$ cat src/design/cle_pkg.sv
`default_nettype none
// ----------------------------------------------------------------------------
// cle_pkg
// Shared types and constants for the circular list engine: request kinds,
// result status codes, sequencer states and field widths.
// ----------------------------------------------------------------------------
package cle_pkg;

    localparam int NODES_DEF = 16;
    localparam int KIND_W    = 2;
    localparam int VALUE_W   = 32;
    localparam int STATUS_W  = 2;
    localparam int ENTRIES_W = 5;

    typedef enum logic [KIND_W-1:0] {
        K_INS_HEAD = 2'd0,
        K_INS_TAIL = 2'd1,
        K_DELETE   = 2'd2,
        K_DUMP     = 2'd3
    } t_kind;

    typedef enum logic [STATUS_W-1:0] {
        ST_OK       = 2'd0,
        ST_EMPTY    = 2'd1,
        ST_NOTFOUND = 2'd2,
        ST_FULL     = 2'd3
    } t_status;

    typedef enum logic [3:0] {
        S_IDLE,
        S_INS_POP,
        S_INS_TAIL,
        S_INS_LINK,
        S_INS_FIX,
        S_DEL_HEAD,
        S_DEL_CMP,
        S_DEL_FREE,
        S_DMP_HEAD,
        S_DMP_OUT,
        S_EMIT
    } t_state;

endpackage

`default_nettype wire

$ cat src/design/cle_node_store.sv
`default_nettype none
// ----------------------------------------------------------------------------
// cle_node_store
// Node pool storage: value and link memories, one write port each and a
// shared registered read address.
// ----------------------------------------------------------------------------
module cle_node_store #(
    parameter int NODES = cle_pkg::NODES_DEF,
    localparam int SW   = $clog2(NODES)
) (
    input  wire logic                               i_clk,
    input  wire logic [SW-1:0]                      i_rd_addr,
    output logic signed [cle_pkg::VALUE_W-1:0]      o_value_rd,
    output logic [SW-1:0]                           o_link_rd,
    input  wire logic                               i_value_we,
    input  wire logic [SW-1:0]                      i_value_waddr,
    input  wire logic signed [cle_pkg::VALUE_W-1:0] i_value_wdata,
    input  wire logic                               i_link_we,
    input  wire logic [SW-1:0]                      i_link_waddr,
    input  wire logic [SW-1:0]                      i_link_wdata
);

    logic signed [cle_pkg::VALUE_W-1:0] r_value_mem [NODES];
    logic [SW-1:0]                      r_link_mem  [NODES];

    always_ff @(posedge i_clk) begin
        if (i_value_we) begin
            r_value_mem[i_value_waddr] <= i_value_wdata;
        end
        o_value_rd <= r_value_mem[i_rd_addr];
    end

    always_ff @(posedge i_clk) begin
        if (i_link_we) begin
            r_link_mem[i_link_waddr] <= i_link_wdata;
        end
        o_link_rd <= r_link_mem[i_rd_addr];
    end

endmodule

`default_nettype wire

$ cat src/design/circular_list_engine.sv
`default_nettype none
// ----------------------------------------------------------------------------
// circular_list_engine
// Bounded circular singly linked list with a tail pointer, kept in a node pool.
// ----------------------------------------------------------------------------
// One request is worked at a time; o_ready is high only while the sequencer
// is idle. Every link and value access goes through the single read port of
// the node store, whose data arrives in the cycle after the address, so the
// list walk advances one node per cycle unless a held result stalls a dump.
// An insert that reuses a freed slot first pops it off the chain of freed
// slots. A delete walks from the head to the first match and, when found,
// returns its slot to that chain. A dump gives one result per cycle, head
// first, while the output side takes them. Results pass through an output
// register, so a new request may be accepted while the last result of the
// previous one still waits. A delete or dump on an empty list, or an insert
// on a full list, returns a single result with a status. The node memories
// are not cleared after reset; slots are handed out first from a fill
// counter, then from a chain of freed slots.
// ----------------------------------------------------------------------------
module circular_list_engine #(
    parameter int NODES = cle_pkg::NODES_DEF
) (
    input  wire logic                                 i_clk,
    input  wire logic                                 i_rst_n,
    input  wire logic                                 i_valid,
    output logic                                      o_ready,
    input  wire logic [cle_pkg::KIND_W-1:0]           i_kind,
    input  wire logic signed [cle_pkg::VALUE_W-1:0]   i_value,
    output logic                                      o_valid,
    input  wire logic                                 i_ready,
    output logic [cle_pkg::STATUS_W-1:0]              o_status,
    output logic signed [cle_pkg::VALUE_W-1:0]        o_out_value,
    output logic [cle_pkg::ENTRIES_W-1:0]             o_entries,
    output logic                                      o_last
);

    localparam int SW = $clog2(NODES);
    localparam int CW = $clog2(NODES + 1);

    cle_pkg::t_state                    r_state, n_state;
    cle_pkg::t_kind                     r_kind, n_kind;
    cle_pkg::t_status                   r_status, n_status;
    logic signed [cle_pkg::VALUE_W-1:0] r_value, n_value;
    logic [CW-1:0]                      r_count, n_count;
    logic [CW-1:0]                      r_fresh, n_fresh;
    logic [CW-1:0]                      r_idx, n_idx;
    logic [SW-1:0]                      r_tail, n_tail;
    logic [SW-1:0]                      r_free_head, n_free_head;
    logic [SW-1:0]                      r_slot, n_slot;
    logic [SW-1:0]                      r_cur, n_cur;
    logic [SW-1:0]                      r_prev, n_prev;

    logic                               r_out_valid;
    cle_pkg::t_status                   r_out_status;
    logic signed [cle_pkg::VALUE_W-1:0] r_out_value;
    logic [cle_pkg::ENTRIES_W-1:0]      r_out_entries;
    logic                               r_out_last;

    logic                               out_free;
    logic                               out_load;
    cle_pkg::t_status                   out_status;
    logic signed [cle_pkg::VALUE_W-1:0] out_value;
    logic                               out_last;
    logic                               in_xfer;
    logic                               at_end;

    logic [SW-1:0]                      rd_addr;
    logic signed [cle_pkg::VALUE_W-1:0] value_rd;
    logic [SW-1:0]                      link_rd;
    logic                               value_we;
    logic [SW-1:0]                      value_waddr;
    logic                               link_we;
    logic [SW-1:0]                      link_waddr;
    logic [SW-1:0]                      link_wdata;

    cle_node_store #(
        .NODES (NODES)
    ) u_store (
        .i_clk         (i_clk),
        .i_rd_addr     (rd_addr),
        .o_value_rd    (value_rd),
        .o_link_rd     (link_rd),
        .i_value_we    (value_we),
        .i_value_waddr (value_waddr),
        .i_value_wdata (r_value),
        .i_link_we     (link_we),
        .i_link_waddr  (link_waddr),
        .i_link_wdata  (link_wdata)
    );

    assign o_ready     = (r_state == cle_pkg::S_IDLE);
    assign in_xfer     = i_valid && o_ready;
    assign out_free    = !r_out_valid || i_ready;
    assign at_end      = ((r_idx + CW'(1)) == r_count);

    assign o_valid     = r_out_valid;
    assign o_status    = r_out_status;
    assign o_out_value = r_out_value;
    assign o_entries   = r_out_entries;
    assign o_last      = r_out_last;

    always_comb begin
        n_state     = r_state;
        n_kind      = r_kind;
        n_status    = r_status;
        n_value     = r_value;
        n_count     = r_count;
        n_fresh     = r_fresh;
        n_idx       = r_idx;
        n_tail      = r_tail;
        n_free_head = r_free_head;
        n_slot      = r_slot;
        n_cur       = r_cur;
        n_prev      = r_prev;
        rd_addr     = r_cur;
        value_we    = 1'b0;
        value_waddr = r_slot;
        link_we     = 1'b0;
        link_waddr  = r_slot;
        link_wdata  = r_slot;
        out_load    = 1'b0;
        out_status  = r_status;
        out_value   = r_value;
        out_last    = 1'b1;

        unique case (r_state)
            cle_pkg::S_IDLE: begin
                if (in_xfer) begin
                    n_kind  = cle_pkg::t_kind'(i_kind);
                    n_value = i_value;
                    unique case (cle_pkg::t_kind'(i_kind))
                        cle_pkg::K_INS_HEAD, cle_pkg::K_INS_TAIL: begin
                            if (r_count == CW'(NODES)) begin
                                n_status = cle_pkg::ST_FULL;
                                n_state  = cle_pkg::S_EMIT;
                            end else if (r_fresh != CW'(NODES)) begin
                                n_slot  = r_fresh[SW-1:0];
                                n_fresh = r_fresh + CW'(1);
                                n_state = cle_pkg::S_INS_TAIL;
                            end else begin
                                n_slot  = r_free_head;
                                rd_addr = r_free_head;
                                n_state = cle_pkg::S_INS_POP;
                            end
                        end
                        cle_pkg::K_DELETE: begin
                            if (r_count == '0) begin
                                n_status = cle_pkg::ST_EMPTY;
                                n_state  = cle_pkg::S_EMIT;
                            end else begin
                                n_prev  = r_tail;
                                rd_addr = r_tail;
                                n_state = cle_pkg::S_DEL_HEAD;
                            end
                        end
                        cle_pkg::K_DUMP: begin
                            if (r_count == '0) begin
                                n_status = cle_pkg::ST_EMPTY;
                                n_value  = '0;
                                n_state  = cle_pkg::S_EMIT;
                            end else begin
                                rd_addr = r_tail;
                                n_state = cle_pkg::S_DMP_HEAD;
                            end
                        end
                        default: n_state = cle_pkg::S_IDLE;
                    endcase
                end
            end
            cle_pkg::S_INS_POP: begin
                n_free_head = link_rd;
                n_state     = cle_pkg::S_INS_TAIL;
            end
            cle_pkg::S_INS_TAIL: begin
                value_we = 1'b1;
                if (r_count == '0) begin
                    link_we  = 1'b1;
                    n_tail   = r_slot;
                    n_count  = r_count + CW'(1);
                    n_status = cle_pkg::ST_OK;
                    n_state  = cle_pkg::S_EMIT;
                end else begin
                    rd_addr = r_tail;
                    n_state = cle_pkg::S_INS_LINK;
                end
            end
            cle_pkg::S_INS_LINK: begin
                link_we    = 1'b1;
                link_wdata = link_rd;
                n_state    = cle_pkg::S_INS_FIX;
            end
            cle_pkg::S_INS_FIX: begin
                link_we    = 1'b1;
                link_waddr = r_tail;
                link_wdata = r_slot;
                if (r_kind == cle_pkg::K_INS_TAIL) begin
                    n_tail = r_slot;
                end
                n_count  = r_count + CW'(1);
                n_status = cle_pkg::ST_OK;
                n_state  = cle_pkg::S_EMIT;
            end
            cle_pkg::S_DEL_HEAD: begin
                n_cur   = link_rd;
                rd_addr = link_rd;
                n_idx   = '0;
                n_state = cle_pkg::S_DEL_CMP;
            end
            cle_pkg::S_DEL_CMP: begin
                if (value_rd == r_value) begin
                    if (r_count == CW'(1)) begin
                        n_tail = '0;
                    end else begin
                        link_we    = 1'b1;
                        link_waddr = r_prev;
                        link_wdata = link_rd;
                        if (r_cur == r_tail) begin
                            n_tail = r_prev;
                        end
                    end
                    n_count  = r_count - CW'(1);
                    n_status = cle_pkg::ST_OK;
                    n_state  = cle_pkg::S_DEL_FREE;
                end else if (at_end) begin
                    n_status = cle_pkg::ST_NOTFOUND;
                    n_state  = cle_pkg::S_EMIT;
                end else begin
                    n_prev  = r_cur;
                    n_cur   = link_rd;
                    rd_addr = link_rd;
                    n_idx   = r_idx + CW'(1);
                end
            end
            cle_pkg::S_DEL_FREE: begin
                link_we     = 1'b1;
                link_waddr  = r_cur;
                link_wdata  = r_free_head;
                n_free_head = r_cur;
                n_state     = cle_pkg::S_EMIT;
            end
            cle_pkg::S_DMP_HEAD: begin
                n_cur   = link_rd;
                rd_addr = link_rd;
                n_idx   = '0;
                n_state = cle_pkg::S_DMP_OUT;
            end
            cle_pkg::S_DMP_OUT: begin
                rd_addr = r_cur;
                if (out_free) begin
                    out_load   = 1'b1;
                    out_status = cle_pkg::ST_OK;
                    out_value  = value_rd;
                    out_last   = at_end;
                    if (at_end) begin
                        n_state = cle_pkg::S_IDLE;
                    end else begin
                        n_cur   = link_rd;
                        rd_addr = link_rd;
                        n_idx   = r_idx + CW'(1);
                    end
                end
            end
            cle_pkg::S_EMIT: begin
                if (out_free) begin
                    out_load = 1'b1;
                    n_state  = cle_pkg::S_IDLE;
                end
            end
            default: n_state = cle_pkg::S_IDLE;
        endcase
    end

    always_ff @(posedge i_clk) begin
        if (!i_rst_n) begin
            r_state     <= cle_pkg::S_IDLE;
            r_count     <= '0;
            r_fresh     <= '0;
            r_tail      <= '0;
            r_out_valid <= 1'b0;
        end else begin
            r_state <= n_state;
            r_count <= n_count;
            r_fresh <= n_fresh;
            r_tail  <= n_tail;
            if (out_load) begin
                r_out_valid <= 1'b1;
            end else if (i_ready) begin
                r_out_valid <= 1'b0;
            end
        end
    end

    always_ff @(posedge i_clk) begin
        r_kind      <= n_kind;
        r_status    <= n_status;
        r_value     <= n_value;
        r_idx       <= n_idx;
        r_free_head <= n_free_head;
        r_slot      <= n_slot;
        r_cur       <= n_cur;
        r_prev      <= n_prev;
        if (out_load) begin
            r_out_status  <= out_status;
            r_out_value   <= out_value;
            r_out_entries <= cle_pkg::ENTRIES_W'(n_count);
            r_out_last    <= out_last;
        end
    end

endmodule

`default_nettype wire

$ cat config.mk
export PLATFORM = sky130hd
export DESIGN_NAME = circular_list_engine
export DESIGN_NICKNAME = d
export VERILOG_FILES = /design/src/design/cle_pkg.sv /design/src/design/cle_node_store.sv /design/src/design/circular_list_engine.sv
export SDC_FILE = /design/constraint.sdc
export NUM_CORES = 1
export LEC_CHECK = 0
export BUFFER_PORTS_ARGS = -buffer_cell sky130_fd_sc_hd__buf_2
export CAP_MARGIN = 0
export CORE_AREA = 2 2 297 299
export DETAILED_ROUTE_END_ITERATION = 16
export DIE_AREA = 0 0 299 301
export GPL_TIMING_DRIVEN = 0
export PLACE_DENSITY_LB_ADDON = 0.15
export SYNTH_ARGS = -nofsm -noshare
export SYNTH_HDL_FRONTEND = slang
export SYNTH_SLANG_ARGS = --single-unit
$ cat constraint.sdc
create_clock -name i_clk -period 4.5 [get_ports i_clk]
set_clock_uncertainty 0.2 [all_clocks]
set_input_delay 0.225 -clock i_clk [delete_from_list [all_inputs] [get_ports i_clk]]
set_output_delay 0.225 -clock i_clk [all_outputs]
set_load 0.01 [all_outputs]
After elaboration in Yosys (flattened, before gate mapping)
Memory sizes are Yosys's and may differ from the RTL's. A register that Yosys moved wholly into a read port is not among the register bits.
Cells that the tools add are included.
{ "word_totals": {"mem_count": 2, "mem_bits_rw": 576, "romBits": 0, "output_inout_bits": 42, "wordCells": 163, "latchBits": 0, "register_bits": 116} }
{ "classes": {"n_reduce_logical": 27, "n_shift": 0, "n_lt_le_gt_ge": 0, "addsub": 4, "n_eq_ne": 35, "mux": 77, "multipliers": 0, "div_mod_pow": 0, "bitwise_logic": 1} }
{ "mem_list": {"columns": ["memory", "words", "word_bits", "rd", "rd_ports_with_merged_regs", "wr", "line", "text"], "rows": [
  ["u_store.r_value_mem", 16, 32, 1, 1, 1, "cle_node_store.sv:23", "logic signed [cle_pkg::VALUE_W-1:0] r_value_mem [NODES];"],
  ["u_store.r_link_mem", 16, 4, 1, 1, 1, "cle_node_store.sv:24", "logic [SW-1:0] r_link_mem [NODES];"]
]} }
{ "ops": {"columns": ["op", "n"], "rows": [
  ["32-bit 2-to-1 mux", 4],
  ["4-bit 2-to-1 mux", 31],
  ["4-bit case mux with 3 select lines", 5],
  ["4-bit case mux with 10 select lines", 1],
  ["32-bit == test", 1],
  ["5-bit case mux with 3 select lines", 2],
  ["5-bit 2-to-1 mux", 5],
  ["4-bit case mux with 2 select lines", 3],
  ["2-bit 2-to-1 mux", 10],
  ["4-bit case mux with 5 select lines", 1],
  ["2-bit != test (second input constant)", 9],
  ["4-bit by 3-bit == test with 1-bit output (second input constant)", 4],
  ["5-bit by 1-bit adder with 5-bit output (second input constant)", 3],
  ["5-bit AND reduction", 3],
  ["4-bit == test (second input constant)", 3],
  ["1-bit 2-to-1 mux", 12],
  ["6-bit AND reduction", 2],
  ["2-bit OR reduction", 5],
  ["3-bit != test (second input constant)", 3],
  ["4-bit by 2-bit == test with 1-bit output (second input constant)", 2],
  ["2-bit case mux with 4 select lines", 1],
  ["2-bit nonzero test", 3],
  ["3-bit nonzero test", 2],
  ["5-bit by 1-bit == test with 1-bit output (second input constant)", 1],
  ["24 further kinds", 28]
]} }

Logic depth before layout (Yosys ltp)
{ "depth": {"ltp_word": 6, "ltp_mapped": 16, "depth_no_buf": 12} }

Cells and area by module
Synthesis repeated with hierarchy kept, for this count alone.
{ "hier_totals": {"hier_cells": 1598, "hier_area_um2": 29119.2} }
{ "modules_own_cells": {"columns": ["mod", "instances", "seq_area_each_um2", "cells_per_inst", "area_per_inst_um2"], "rows": [
  ["cle_node_store", 1, 18017.3, 961, 22429.0],
  ["circular_list_engine", 1, 3293.2, 637, 6690.2]
]} }

Least setup slack after synthesis
No wires, ideal clock.
{ "synth_timing": {"kind": "reg-to-reg", "start": "reg r_state[3]", "end": "mem u_store.r_value_mem[0][0] (netlist bit) (enable)", "n_path_buf": 1, "setup_ps": 461, "path_slack_ps": 363, "arrival_time_ps": 3476, "required_time_ps": 3839, "stages_incl_launch_ff": 6, "period_less_slack_ps": 4137, "path_cell_list": "dfxtp_1 clkbuf_1 nor2_1 nand3_1 or3_1 nor3_1"} }
{ "synth_via": {"elab_chain_len": 4} }
{ "synth_lines": {"columns": ["item", "line", "text"], "rows": [
  ["start: declaration", "circular_list_engine.sv:40", "cle_pkg::t_state r_state, n_state;"],
  ["start signal: assignment", "circular_list_engine.sv:275", "r_state <= cle_pkg::S_IDLE;"],
  ["start signal: assignment", "circular_list_engine.sv:281", "r_state <= n_state;"],
  ["4-bit by 2-bit == test with 1-bit output", "circular_list_engine.sv:126", "unique case (r_state)"],
  ["1-bit 2-to-1 mux", "circular_list_engine.sv:126", null],
  ["1-bit 2-to-1 mux", "cle_node_store.sv:27", "if (i_value_we) begin"],
  ["1-bit 2-to-1 mux (implied by the code)", "cle_node_store.sv:28", "r_value_mem[i_value_waddr] <= i_value_wdata;"],
  ["end: declaration", "cle_node_store.sv:23", null]
]} }
Every way passes these cells.

Final worst setup path
{ "layout_timing": {"start": "reg r_idx[0]", "end": "reg u_store.o_link_rd[2] (read register of u_store.r_link_mem)"} }
{ "layout_via": {"elab_chain_len": 5, "elab_cells_between_ends": 6} }
{ "layout_lines": {"columns": ["item", "line", "text"], "rows": [
  ["start: declaration", "circular_list_engine.sv:46", "logic [CW-1:0] r_idx, n_idx;"],
  ["start signal: assignment", "circular_list_engine.sv:297", "r_idx <= n_idx;"],
  ["5-bit by 1-bit adder with 5-bit output (*)", "circular_list_engine.sv:94", "assign at_end = ((r_idx + CW'(1)) == r_count);"],
  ["5-bit == test (*)", "circular_list_engine.sv:94", null],
  ["4-bit 2-to-1 mux (*)", null, null],
  ["4-bit 2-to-1 mux (on tied branches)", null, null],
  ["4-bit case mux with 5 select lines (*)", "circular_list_engine.sv:126", null],
  ["end: declaration", "cle_node_store.sv:14", "output logic [SW-1:0] o_link_rd,"]
]} }
Every way passes the cells marked *; elsewhere a longest branch is shown, timed or not.
A chain may end at the register's enable or synchronous reset.

==> impl_results.md <==
- Status: complete, no violations
- Pwr/cell area: 839 nW/um2
- Number of synthesized flops with an enable pin: 673
- Synth Area in Simple Gates: 0.0811
- Vias/cell: 5.28
- Post-synth ARST share: 0
- Global-route wire length before repair: 131 mm
- Leak: 13.1 nW
- Vias in the first global route: 18.8k
- Setup violators final: 0
- Max cap viols: 0
- Post-DRT Antenna Nets: 0
- Residual DRC: 0
- Slew HR: 0.328
- Post-synth top area share: 0.670
- Total I/O pin count: 80
- CTS root buffer: clkbuf_16
- Data arrival time of the worst path: 4.66 ns
- Number of antenna violations at the first check in global routing: 3
- Primary FF master, synth: edfxtp_1
- Wire length per cell: 24.8 um
- R2r startpoint: r_idx[0]$_SDFFCE_PN0P_
- Critical path required time: 4.86 ns
- CTS Buffer Depth: 3
- CTS clock-pin slew for the worst setup and hold paths: 0.06 ns
- Mapped Area: 30,200 um2
- Cell count after synthesis: 2,117
- XOR/XNOR Fraction of Synth Area: 0.0168
- Peak supply drop: 485 uV
- Final Hold Viols: 0
- Largest cells by area after synthesis: edfxtp_1 (67%), mux2i_1 (4.9%), nand2_1 (4.4%), dfxtp_1 (3.6%), a221oi_2 (3.5%)
- Unrepaired setup endpoints after global routing: no
- Largest area contributor in the netlist: edfxtp_1
- Synthesis-to-layout area growth: 20.7%
- Final wirelength: 89.8 mm
- Fin crit share: 0.954
- Chip height: 301 um
- Fmax: 0.233 GHz
- Synthesized area per cell: 14.3 um2
- Yosys Warn Count: 0
- Fin crit period: 4.30 ns
- TritonCTS Buffers: 83
- Layout cells sized above 1: 0.195
- Tot GR Track Use: 0.198
- CP max stage cell: edfxtp_1
- Total power: 0.0306 W
- Worst hold slack: 0.147 ns
- Actual slew at the worst max-slew pin: 1.01 ns
- Rows: 108
- Synthesized flop and latch total: 728
- Core ar.: 86,500 um2
- Inserted Diodes: 0
- CTS tree: yes
- CTS H-tree depth: 3
- Hold/Removal Path Class: in2reg
- IO buf count: 79
- Synth Area in Compound Gates: 0.119
- Worst hold start: i_kind[1]
- Synth cell types: 71
- Clk_lat worst skew: 0.63 ns
- Critical path class: reg2reg
- Placed cell areas: 32,700 um2
- Starting Density: 0.349
- Die W: 299 um
- Die area: 90,000 um2
- Gr ovfl total: 0
- Starting DRT DRC Count: 1,698
- Iteration count of the initial detailed-routing pass: 6
- Post-synthesis adder-cell area fraction: 0.00249
- Via count: 19.1k
- Startpoint Class: flip-flop
- Seq/Total Area, Yosys: 0.706
- Area of the multi-input gates: 8430 um2
- Sequential Area: 21,300 um2
- Slew Limit Fails: 0
- CP Cell Sequence: ha_1, o21ba_2, a22oi_1, o211ai_2, buf_6, a221o_1, o31ai_2, o2111a_1, buf_6, buf_8, buf_6, clkbuf_4, a21oi_1, a22oi_1, a22oi_1, nand2_1
- CP peak stage delay: 0.47 ns
- Synth Net Count: 2,161
- Max FO, Critical Path: 10
- Gp weighted congestion: 0.854
- Design area: 36,400 um2
- Crit. Startpoint: r_idx[0]$_SDFFCE_PN0P_
- DP HPWL: 60.9 mm
- Nets@finish: 2,443
- Largest family of logic cells by synthesized area: compound AO/OA/AOI/OAI gates
- Nature of the critical path endpoint: flip-flop
- Mux contribution to synthesized area: 0.0506
- CTS Sinks: 728
- Largest net degree at the start of global routing: 27
- # fillers: 8,029
[what timing repair did]
item,in CTS,in global routing
endpoints found under the hold margin,47,0
pin swaps,3,0
hold buffers,37,0
setup endpoints to repair,168,100
buffers inserted,20,29
gates cloned,0,0
gates resized for setup,15,36
[cells by family (layout without fill, tap and decap cells)]
group	after synthesis	count (layout)
adders and majority gates	6	6
and+or+nand+nor	558	558
xor gates and xnor gates	57	57
buffers and inverters	146	497
AOI/OAI and AO/OA	470	470
DFF	728	728
muxes	152	152
[cells in the mapped netlist (all sizes together) (4+ instances only)]
cell / instances
and2: 15
edfxtp: 673
buf: 75
inv: 21
nand2b: 6
o211a: 6
nand3: 26
o211ai: 4
nand4: 17
xor2: 8
a21oi: 166
nand2: 354
a31oi: 6
clkbuf: 50
o21ai: 60
dfxtp: 55
a221oi: 75
o22ai: 4
ha: 6
mux2: 4
nor2: 71
a21o: 6
a22oi: 114
nor3b: 5
xnor2: 49
mux2i: 148
nor2b: 38
nor3: 8
[report_power, final]
group          switching [W]  leakage [nW]  internal (W)
sequential          0.000571          6.55       0.00866
clock                0.00271          1.33       0.00398
combinational        0.00969          5.21       0.00496
total                 0.0130          13.1        0.0176
[registers in the layout, indices dropped and copies added (netlist names)]
signal and flops:
o_entries 5, o_last 1, o_out_value 32, o_status 2, o_valid 1, r_count 5, r_cur 4, r_free_head 4
r_fresh 5, r_idx 5, r_kind 2, r_prev 4, r_slot 4, r_state 4, r_status 2, r_tail 4
r_value 32, u_store.o_link_rd 4, u_store.o_value_rd 32, u_store.r_link_mem 64, u_store.r_value_mem 512
[per-stage QoR]
stage | TNS, ns | cells | worst slack, ns | utilization
floorplan | 0 | 2117 | 0.363 | -
global placement | -870.28 | 3351 | -3.54 | 0.370
detailed placement | -131.80 | 3383 | -1.21 | 0.378
CTS | 0 | 3594 | 0.00781 | 0.417
global route | 0 | 3623 | 0.0000675 | 0.421
finish | 0 | 3623 | 0.205 | 0.421
[per-layer routing]
metal / part of all wire / global-route usage / up-vias
met3: 0.052 / 0.0266 / 118
li1: - / - / 8647
met2: 0.48 / 0.330 / 617
met4: 0.020 / 0.0462 / 0
met5: 0 / 0 / -
met1: 0.45 / 0.275 / 9737
[final cells by class]
type                            instances  share of cell area
Multi-Input combinational cell       1243               0.231
Clock buffer                          121              0.0654
Inverter                               21             0.00216
Buffer                                125              0.0189
Sequential cell                       728               0.585
Timing Repair Buffer                  197              0.0484
Clock inverter                         33             0.00914
Tap cell                             1155              0.0397
[final timing paths]
path	endpoint	slack, ns	cells after the start
worst min register to register	o_out_value[21]$_DFFE_PP_	0.36	2
worst min-delay path	r_kind[1]$_DFFE_PP_	0.15	2
worst max-delay path	u_store.o_link_rd[2]$_DFF_P_	0.20	16
worst max register to register	u_store.o_link_rd[2]$_DFF_P_	0.20	16
[placed cells by master, fill, tap and decap left out, types with 12 or more instances in the layout]
cell           count
a21oi_1          165
buf_6             27
clkbuf_4          14
o21ai_0           32
and2_1            14
dlygate4sd3_1     37
buf_2            109
o21ai_1           28
nor2_1            56
clkbuf_8          12
inv_1             21
xnor2_1           41
mux2i_1          148
nor2b_1           38
a221oi_2          72
buf_4             49
a22oi_1          112
edfxtp_1         673
clkbuf_1          71
nand2_1          354
nand3_1           26
dfxtp_1           55
nand4_1           17
buf_12            15
clkbuf_16         85
nor2_4            13
[worst max-delay path: cells and delay by family, from the launching register on]
family / cells / cell delay [ns]
adders and majority gates: 1 / 0.34
DFF: 1 / 0.47
AOI/OAI and AO/OA: 9 / 1.84
buffers and inverters: 5 / 1.25
and+or+nand+nor: 1 / 0.10
Power figures use the tool's default switching activity.
